`src/rtl/tcpq_pkg.sv`:
```
// shared constants, codes and types of the two-class priority queue
// no dependencies; every other file refers to it by scoped names
`timescale 1ns / 1ps

package tcpq_pkg;

    // queue size and id width
    localparam int DEPTH   = 16;
    localparam int ID_BITS = 16;
    localparam int CNT_W   = $clog2(DEPTH + 1);

    // stream field widths
    localparam int ENTRY_W    = 16;
    localparam int SERVED_W   = 16;
    localparam int OCC_W      = 5;
    localparam int IN_DATA_W  = 24;
    localparam int OUT_DATA_W = 24;
    localparam int KIND_W     = 2;
    localparam int STATUS_W   = 3;

    // operation kinds
    localparam logic [KIND_W-1:0] KIND_INSERT   = 2'd0;
    localparam logic [KIND_W-1:0] KIND_SERVE    = 2'd1;
    localparam logic [KIND_W-1:0] KIND_WITHDRAW = 2'd2;
    localparam logic [KIND_W-1:0] KIND_QUERY    = 2'd3;

    // result status codes
    localparam logic [STATUS_W-1:0] ST_OK       = 3'd0;
    localparam logic [STATUS_W-1:0] ST_DUP      = 3'd1;
    localparam logic [STATUS_W-1:0] ST_FULL     = 3'd2;
    localparam logic [STATUS_W-1:0] ST_EMPTY    = 3'd3;
    localparam logic [STATUS_W-1:0] ST_NOTFOUND = 3'd4;

    typedef logic [ID_BITS-1:0] t_id;

    // contents of one cell
    typedef struct packed {
        logic valid;
        t_id  id;
        logic pref;
    } t_slot;

    // broadcast control from the top level to every cell
    typedef struct packed {
        logic ins_en;
        logic rem_en;
        logic serve;
        logic pref;
        t_id  key;
    } t_chain_ctrl;

    // status gathered from the row of cells
    typedef struct packed {
        logic  any_match;
        logic  match_pref;
        logic  ins_open;
        logic  tail_valid;
        t_slot head;
    } t_chain_stat;

endpackage

```
`src/rtl/tcpq_cell.sv`:
```
// one slot of the queue: holds an entry, compares the key and shifts with its neighbors
// depends on tcpq_pkg
`timescale 1ns / 1ps

module tcpq_cell (
    input  logic                 i_clk,
    input  logic                 i_rst_n,
    input  tcpq_pkg::t_chain_ctrl i_ctrl,
    input  tcpq_pkg::t_slot      i_left,
    input  tcpq_pkg::t_slot      i_right,
    input  logic                 i_hit_in,
    input  logic                 i_pass_in,
    output tcpq_pkg::t_slot      o_slot,
    output logic                 o_hit_out,
    output logic                 o_pass_out,
    output logic                 o_match_pref
);

    logic            r_valid;
    tcpq_pkg::t_id   r_id;
    logic            r_pref;
    tcpq_pkg::t_slot n_slot;
    logic            w_match;
    logic            w_keep;

    // key compare and insert-point test
    assign w_match      = r_valid && (r_id == i_ctrl.key);
    assign w_keep       = r_valid && (i_ctrl.pref ? r_pref : 1'b1);
    assign o_hit_out    = i_hit_in | w_match;
    assign o_pass_out   = i_pass_in | !w_keep;
    assign o_match_pref = w_match & r_pref;
    assign o_slot       = '{valid: r_valid, id: r_id, pref: r_pref};

    // insert shifts toward the tail, removal pulls from the tail side
    always_comb begin
        n_slot = o_slot;
        if (i_ctrl.ins_en) begin
            if (i_pass_in) begin
                n_slot = i_left;
            end else if (!w_keep) begin
                n_slot = '{valid: 1'b1, id: i_ctrl.key, pref: i_ctrl.pref};
            end
        end else if (i_ctrl.rem_en && (i_hit_in || w_match)) begin
            n_slot = i_right;
        end
    end

    // valid bit
    always_ff @(posedge i_clk) begin
        if (!i_rst_n) begin
            r_valid <= 1'b0;
        end else begin
            r_valid <= n_slot.valid;
        end
    end

    // entry payload
    always_ff @(posedge i_clk) begin
        r_id   <= n_slot.id;
        r_pref <= n_slot.pref;
    end

endmodule

```
`src/rtl/tcpq_chain.sv`:
```
// row of queue cells with the head at cell 0, neighbor links and status gathering
// depends on tcpq_pkg and tcpq_cell
`timescale 1ns / 1ps

module tcpq_chain (
    input  logic                  i_clk,
    input  logic                  i_rst_n,
    input  tcpq_pkg::t_chain_ctrl i_ctrl,
    output tcpq_pkg::t_chain_stat o_stat
);

    tcpq_pkg::t_slot            w_slot [tcpq_pkg::DEPTH];
    logic [tcpq_pkg::DEPTH:0]   w_hit;
    logic [tcpq_pkg::DEPTH:0]   w_pass;
    logic [tcpq_pkg::DEPTH-1:0] w_mpref;

    // a serve removes from the head
    assign w_hit[0]  = i_ctrl.serve;
    assign w_pass[0] = 1'b0;

    for (genvar g = 0; g < tcpq_pkg::DEPTH; g++) begin : g_cell
        tcpq_pkg::t_slot w_left;
        tcpq_pkg::t_slot w_right;

        if (g == 0) begin : g_head
            assign w_left = '0;
        end else begin : g_mid_l
            assign w_left = w_slot[g-1];
        end

        if (g == tcpq_pkg::DEPTH - 1) begin : g_tail
            assign w_right = '0;
        end else begin : g_mid_r
            assign w_right = w_slot[g+1];
        end

        tcpq_cell u_cell (
            .i_clk        (i_clk),
            .i_rst_n      (i_rst_n),
            .i_ctrl       (i_ctrl),
            .i_left       (w_left),
            .i_right      (w_right),
            .i_hit_in     (w_hit[g]),
            .i_pass_in    (w_pass[g]),
            .o_slot       (w_slot[g]),
            .o_hit_out    (w_hit[g+1]),
            .o_pass_out   (w_pass[g+1]),
            .o_match_pref (w_mpref[g])
        );
    end

    // status seen at the ends of the row
    assign o_stat.any_match  = w_hit[tcpq_pkg::DEPTH];
    assign o_stat.match_pref = |w_mpref;
    assign o_stat.ins_open   = w_pass[tcpq_pkg::DEPTH];
    assign o_stat.tail_valid = w_slot[tcpq_pkg::DEPTH-1].valid;
    assign o_stat.head       = w_slot[0];

endmodule

```
`src/rtl/two_class_priority_queue.sv`:
```
// two-class priority queue of unique ids: stream handshake, operation decode, result register
// depends on tcpq_pkg and tcpq_chain
`timescale 1ns / 1ps

// Usage
//   Input words arrive on s_axis: tuser carries the operation (insert, serve
//   head, withdraw id, query class), tdata the id and the class for an insert.
//   Every input word yields exactly one result word on m_axis: tuser carries
//   the status, tdata the served id, the class found and the occupancy.
//   Acceptance loads the result into the output register. Throughput is
//   one word per cycle while s_axis_tready stays high: the row of cells
//   compares the id in every slot at once and each slot shifts from its
//   neighbor in the same cycle, so the next word sees the updated queue.
//   s_axis_tready stays high while the output register is empty or being
//   taken; when the receiver holds m_axis_tready low with a result waiting,
//   s_axis_tready drops and the result is held unchanged.
//   Reset (i_rst_n low, synchronous) empties the queue and the output
//   register; nothing else needs initializing.
//   Preferred entries stand ahead of normal ones, each class in arrival order.

module two_class_priority_queue (
    input  logic        i_clk,
    input  logic        i_rst_n,
    input  logic        s_axis_tvalid,
    output logic        s_axis_tready,
    input  logic [23:0] s_axis_tdata,  // entry_id[15:0], preferred[16], zero[23:17]
    input  logic [1:0]  s_axis_tuser,  // kind[1:0]
    output logic        m_axis_tvalid,
    input  logic        m_axis_tready,
    output logic [23:0] m_axis_tdata,  // served_id[15:0], found_preferred[16], occupancy[21:17], zero[23:22]
    output logic [2:0]  m_axis_tuser   // status[2:0]
);

    tcpq_pkg::t_chain_ctrl w_ctrl;
    tcpq_pkg::t_chain_stat w_stat;
    logic                  w_accept;
    logic [tcpq_pkg::ENTRY_W-1:0] w_entry;
    logic                  w_pref;

    logic [tcpq_pkg::CNT_W-1:0]    r_count;
    logic [tcpq_pkg::CNT_W-1:0]    n_count;
    logic                          r_out_valid;
    logic [tcpq_pkg::STATUS_W-1:0] r_status;
    logic [tcpq_pkg::STATUS_W-1:0] n_status;
    logic [tcpq_pkg::SERVED_W-1:0] r_served;
    logic [tcpq_pkg::SERVED_W-1:0] n_served;
    logic                          r_fpref;
    logic                          n_fpref;
    logic [tcpq_pkg::OCC_W-1:0]    r_occ;
    logic                          w_ins;
    logic                          w_rem;

    assign s_axis_tready = !r_out_valid || m_axis_tready;
    assign w_accept      = s_axis_tvalid && s_axis_tready;
    assign w_entry       = s_axis_tdata[15:0];
    assign w_pref        = s_axis_tdata[16];

    // operation decode and result
    always_comb begin
        w_ins    = 1'b0;
        w_rem    = 1'b0;
        n_status = tcpq_pkg::ST_OK;
        n_served = '0;
        n_fpref  = 1'b0;
        unique case (s_axis_tuser)
            tcpq_pkg::KIND_INSERT: begin
                if (w_stat.any_match) begin
                    n_status = tcpq_pkg::ST_DUP;
                end else if (w_stat.tail_valid || !w_stat.ins_open) begin
                    n_status = tcpq_pkg::ST_FULL;
                end else begin
                    w_ins = 1'b1;
                end
            end
            tcpq_pkg::KIND_SERVE: begin
                if (!w_stat.head.valid) begin
                    n_status = tcpq_pkg::ST_EMPTY;
                end else begin
                    w_rem    = 1'b1;
                    n_served = tcpq_pkg::SERVED_W'(w_stat.head.id);
                end
            end
            tcpq_pkg::KIND_WITHDRAW: begin
                if (!w_stat.any_match) begin
                    n_status = tcpq_pkg::ST_NOTFOUND;
                end else begin
                    w_rem = 1'b1;
                end
            end
            default: begin
                if (!w_stat.any_match) begin
                    n_status = tcpq_pkg::ST_NOTFOUND;
                end else begin
                    n_fpref = w_stat.match_pref;
                end
            end
        endcase
    end

    // broadcast to the cells, insert and remove enables gated by the handshake
    assign w_ctrl.ins_en = w_accept && w_ins;
    assign w_ctrl.rem_en = w_accept && w_rem;
    assign w_ctrl.serve  = (s_axis_tuser == tcpq_pkg::KIND_SERVE);
    assign w_ctrl.pref   = w_pref;
    assign w_ctrl.key    = tcpq_pkg::ID_BITS'(w_entry);

    // occupancy after this operation
    always_comb begin
        n_count = r_count;
        if (w_ins) begin
            n_count = r_count + tcpq_pkg::CNT_W'(1);
        end else if (w_rem) begin
            n_count = r_count - tcpq_pkg::CNT_W'(1);
        end
    end

    tcpq_chain u_chain (
        .i_clk   (i_clk),
        .i_rst_n (i_rst_n),
        .i_ctrl  (w_ctrl),
        .o_stat  (w_stat)
    );

    // control state: entry count and output valid
    always_ff @(posedge i_clk) begin
        if (!i_rst_n) begin
            r_count     <= '0;
            r_out_valid <= 1'b0;
        end else begin
            if (w_accept) begin
                r_count <= n_count;
            end
            if (w_accept) begin
                r_out_valid <= 1'b1;
            end else if (m_axis_tready) begin
                r_out_valid <= 1'b0;
            end
        end
    end

    // result word register
    always_ff @(posedge i_clk) begin
        if (w_accept) begin
            r_status <= n_status;
            r_served <= n_served;
            r_fpref  <= n_fpref;
            r_occ    <= tcpq_pkg::OCC_W'(n_count);
        end
    end

    assign m_axis_tvalid = r_out_valid;
    assign m_axis_tuser  = r_status;
    assign m_axis_tdata  = {2'b00, r_occ, r_fpref, r_served};

endmodule

```
`config.mk`:
```
export PLATFORM = sky130hd
export DESIGN_NAME = two_class_priority_queue
export DESIGN_NICKNAME = d
export VERILOG_FILES = /design/src/rtl/tcpq_pkg.sv /design/src/rtl/tcpq_cell.sv /design/src/rtl/tcpq_chain.sv /design/src/rtl/two_class_priority_queue.sv
export SDC_FILE = /design/constraint.sdc
export NUM_CORES = 1
export LEC_CHECK = 0
export BUFFER_PORTS_ARGS = -buffer_cell sky130_fd_sc_hd__buf_2
export CAP_MARGIN = 30
export CORE_ASPECT_RATIO = 1.2
export CORE_MARGIN = 10
export CORE_UTILIZATION = 29
export CTS_BUF_LIST = sky130_fd_sc_hd__clkbuf_4
export CTS_CLUSTER_DIAMETER = 120
export DETAILED_ROUTE_END_ITERATION = 8
export PLACE_DENSITY = 0.39
export SETUP_SLACK_MARGIN = 0.05
export SYNTH_ARGS = -nofsm -noshare
export SYNTH_HDL_FRONTEND = slang
export SYNTH_SLANG_ARGS = --single-unit
```
`constraint.sdc`:
```
create_clock -name i_clk -period 6.4 [get_ports i_clk]
set_input_delay 1.28 -clock i_clk [delete_from_list [all_inputs] [get_ports i_clk]]
set_output_delay 1.28 -clock i_clk [all_outputs]
set_load 0.1 [all_outputs]
```
== Word-level counts from Yosys, hierarchy flattened ==
Index checks and enable logic that the tools add are counted.
Cells by class
  reductions and logical operators: 124
  bitwise gates (word level): 48
  $add $sub $neg: 2
  multiplexer cells: 94
  eq/ne operators: 34
Operators with widths (number)
  18-bit two-way mux: 63
  16-bit equality test: 16
  1-bit logical AND: 51
  3-bit != test (second input constant): 15
  2-bit AND reduction: 17
  2-bit nonzero test: 17
  1-bit OR: 31
  1-bit two-way mux: 23
  1-bit zero test: 18
  1-bit logical OR: 18
  1-bit bitwise AND: 16
  16-bit OR reduction: 1
  5-bit two-way mux: 2
  2-bit two-way mux: 3
  3-bit case mux with 2 select lines: 1
  5-bit by 1-bit adder with 5-bit output (second input constant): 1
  5-bit by 1-bit subtractor with 5-bit output (second input constant): 1
  4-bit OR reduction: 1
  3-bit two-way mux: 1
  2-bit by 1-bit equality test with 1-bit output (second input constant): 1
  2-bit equality test (second input constant): 1
  2-bit zero test: 1
  2-bit != test (second input constant): 1
  1-bit case mux with 2 select lines: 1
  1-bit inverter: 1
Word-level totals
  logic and storage cells: 356
  flip-flop bits (word level): 319
  output and inout bits: 29

== Longest topological paths before layout ==
  depth in word-level cells: 26
  gate-level depth with buffers: 16
  mapped depth without buffers: 9

== Hierarchy ==
Synthesis repeated with hierarchy kept, for this count alone.
Second synthesis, totals
  cell total of the unflattened synthesis: 1980
  area, all modules: 20631.0 µm²
By module, submodules not included
  tcpq_cell: cells each 115, times used 16, area each 1192.4 µm², sequential area each 530.5 µm²
  two_class_priority_queue: cells each 132, times used 1, area each 1502.7 µm², sequential area each 870.8 µm²
  tcpq_chain: cells each 8, times used 1, area each 50.0 µm², sequential area each 0.0 µm²

== Least setup slack after synthesis ==
OpenSTA, ideal clock, no wires.
  path kind: input port to flip-flop
  from: in m_axis_tready
  to: reg u_chain.g_cell[14].u_cell.r_id[0] (enable)
  cell stages on the path: 6
  path slack: 1173 ps
  data arrival time: 4810 ps
  library setup time: 417 ps
  path buffers: 1
  data required time: 5983 ps
  cell sequence: nand2b_1 -> nand2_1 -> inv_1 -> nand3_1 -> buf_4 -> o21ai_0
On the way
  cells in the longest elaborated chain, start to end: 6
RTL lines
  start: declaration: RTL line two_class_priority_queue.sv:29  | input logic m_axis_tready,
  1-bit logical OR (*): RTL line two_class_priority_queue.sv:53  | assign s_axis_tready = !r_out_valid || m_axis_tready;
  1-bit logical AND (*): RTL line two_class_priority_queue.sv:54  | assign w_accept = s_axis_tvalid && s_axis_tready;
  net w_accept: RTL line two_class_priority_queue.sv:36  | logic w_accept;
  1-bit logical AND: RTL line two_class_priority_queue.sv:102  | assign w_ctrl.rem_en = w_accept && w_rem;
  1-bit logical AND: RTL line tcpq_cell.sv:43  | end else if (i_ctrl.rem_en && (i_hit_in || w_match)) begin
  2-bit nonzero test (no line)
  2-bit AND reduction (no line) (*)
  end signal: assignment: RTL line tcpq_cell.sv:59  | r_id <= n_slot.id;
  end: declaration: RTL line tcpq_cell.sv:20  | tcpq_pkg::t_id r_id;
The timed path passes the listed nets; every way through them passes the cells marked *.
A chain may end at the register's enable or synchronous reset.

==> run metrics <==
Final Wtd Congestion=0.792; Port Buffers=49; Final period util=71.9%; synth warn=0; worst IR drop on VDD=0.0808 mV; setup TNS=0 ns; Tightest Pin Transition=0.864 ns; CP Buf/Inv Count=3; worst min path class=flip-flop to flip-flop; H-tree levels=3; Flop pwr share=49.9%; Gate Count Post-Synth=just under 2000; DRT iter0 DRCs=1131; DRT antenna net count=0; CP max FO=135; run status=completed; Synth area leader=edfxtp_1; cell family with most CP delay=simple AND/OR/NAND/NOR gates; combinational cell fraction of total power=11.3%; setup repair bufs after CTS=0; antenna violations before repair=3; dominant synthesized flop cell=edfxtp_1; Tmin final=around 4.6 ns; Initial Utilization=~30%; DRC errors left=0; synthesized area=0.0196 mm²; clk buf depth=3; placed cells=2802; CP Launch Type=input port; CTS sink cnt=319; Final Non-Filler Cells=2950; FILL cells=6987; synthesized flop and latch total=between 300 and 400; full die area=0.0785 mm²; CTS buffer count=between 90 and 100; final net count=2029; vias per cell=5.02; Die W=258 µm; RSZ-0062 raised after global routing=false; core region area=0.0671 mm²; largest cells by area after synthesis=edfxtp_1 (45%), mux2i_1 (11%), xor2_1 (7.4%); design internal power=3.46 mW; sw frac=28.5%; most frequent cell after synthesis=nand2_1; EDFF count, synth=297; synth cell count leaders=nand2_1 (372), edfxtp_1 (297), o21ai_0 (247), mux2i_1 (214), xor2_1 (165); DRT Pass-1 Iters=5; Rows=104; P&R area growth vs syn=11.5%; Yosys top cell area share=45.4%; skew final=approximately 0.048 ns; CP arrival=5.15 ns; critical path class=input port to flip-flop; Final Routed Wirelength=65700 µm; footprint of the multi-input gates=0.00931 mm²; IO Pins=59; Cell Area, Placed=0.0208 mm²; worst skew pair latency=around 0.84 ns; Slew headroom=42.4%; total number of vias=14800; FMAX=217 MHz; hold buffer count at CTS=0; register area share after synthesis=a little under half; Total GRT Usage=16.3%; critical path data required time=just under 7 ns; final setup fails=0; # resized after CTS=0; CTS tree=done; HPWL Detailed=46200 µm; max capacitance violation total=0; drt wl/cell=22.3 µm; cell area after layout=0.0219 mm²; switching power=roughly 1.4 mW; Post-Syn Area per Cell=a little over 10 µm²; final max-slew violation count=0; Clock Tree Root=clkbuf_4; post-synth cell types=66; final hold vios=0; critical path's largest stage delay=approximately 0.59 ns; largest net degree at the start of global routing=136; Post-synth ARST share=0%; Clock power frac=about two fifths; register area=0.00936 mm²; grt total ovfl=0; layout cells sized above 1=13.7%; worst path cell trace=buf_2, xor2_1, nor4_1, nand2_1, o41ai_4, nor3_1, and3_1, nand3_4, buf_12, buf_4, o21ai_0; number of global-route vias before repair=~15000; leak pwr=about 9 nW; power per cell area=221 mW/mm²; slowest cell on the critical path=nor4_1; height of the die=305 µm; first-pass GRT wire length=99200 µm; Setup crit end kind=flip-flop; clk slew on worst S/H paths=about 0.060 ns
final timing paths:
check	from	end	slack, ns	cells past startpoint
setup reg to reg	u_chain.g_cell[0].u_cell.r_id[9]	u_chain.g_cell[3].u_cell.r_id[14]	2.11	10
hold reg to reg	r_count[3]	r_count[3]	0.51	2
setup / recovery	s_axis_tdata[2]	u_chain.g_cell[3].u_cell.r_id[14]	1.80	11
hold / removal	r_count[3]	r_count[3]	0.51	2
worst min-delay path, cell delays in order, from the launching register on:
cell and delay, ns:
dfxtp_1 0.34, nand2_1 0.07, mux2i_1 0.06
flip-flops by register name, summed over array words and instances, names as in the netlist:
signal	flops
r_served	16
r_count	5
r_occ	5
u_chain.g_cell.u_cell.r_id	256
m_axis_tvalid	1
r_fpref	1
m_axis_tuser	3
u_chain.g_cell.u_cell.r_pref	16
u_chain.g_cell.u_cell.r_valid	16
placed cells by master, fill, tap and decap left out, drive strengths merged, types with 7 or more instances in the layout:
cell,n
nand2,372
edfxtp,297
o21ai,248
mux2i,214
xor2,165
clkbuf,128
buf,121
xnor2,95
nor4,45
nor2,38
inv,32
nand4,29
and3,25
a21oi,25
nand3,24
nor3,24
a31oi,22
dfxtp,22
clkinv,12
o22ai,10
nand2b,7
a22oi,7
metal layers:
metal | track usage (%) | part of all wire, %
met5 | 0 | 0.055
met4 | 5.38 | 2.3
met3 | 2.74 | 4.5
met2 | 25.6 | 45
met1 | 22.4 | 48
power by group through the flow:
stage,sequential [mW],clock [mW],combinational [mW]
3_3_place_gp,2.46,0,0.547
6_report,2.42,1.88,0.546
4_1_cts,2.41,1.97,0.552
5_1_grt,2.42,2.06,0.597
3_5_place_dp,2.46,0,0.550
2_1_floorplan,2.50,0,0.344
stage by stage:
| stage | util, % | hold WS [ns] | setup slack [ns] | power, mW |
|---|---|---|---|---|
| 2_1_floorplan | - | 0.475 | 1.17 | 2.84 |
| 3_3_place_gp | 30.9 | 0.504 | 0.997 | 3.01 |
| 3_5_place_dp | 31.0 | 0.516 | 1.01 | 3.01 |
| 4_1_cts | 32.6 | 0.521 | 1.92 | 4.93 |
| 5_1_grt | 32.6 | 0.551 | 1.58 | 5.07 |
| 6_report | 32.6 | 0.514 | 1.80 | 4.84 |
area by class of cell:
class	instances	area share, %
timing repair buffer	121	4.23
multi-input combinational	1433	42.5
inverter	28	0.480
sequential	319	42.8
clock inverter	18	0.452
antenna	2	0.0229
clock buffer	128	4.39
tap	901	5.15
cell families (layout without fill, tap and decap cells):
group                      count (synthesis)  after routing  share of synthesized area, %
and+or+nand+nor                          584            584                          13.3
AOI/OAI and AO/OA                        367            367                          10.9
DFF                                      319            319                          47.7
xor gates and xnor gates                 260            260                          11.6
muxes                                    215            215                          11.0
buffers and inverters                    202            295                          5.25
adders and majority gates                  5              5                         0.319
other                                      1              4                        0.0191
Note: power is estimated with default switching activity, not from simulation.
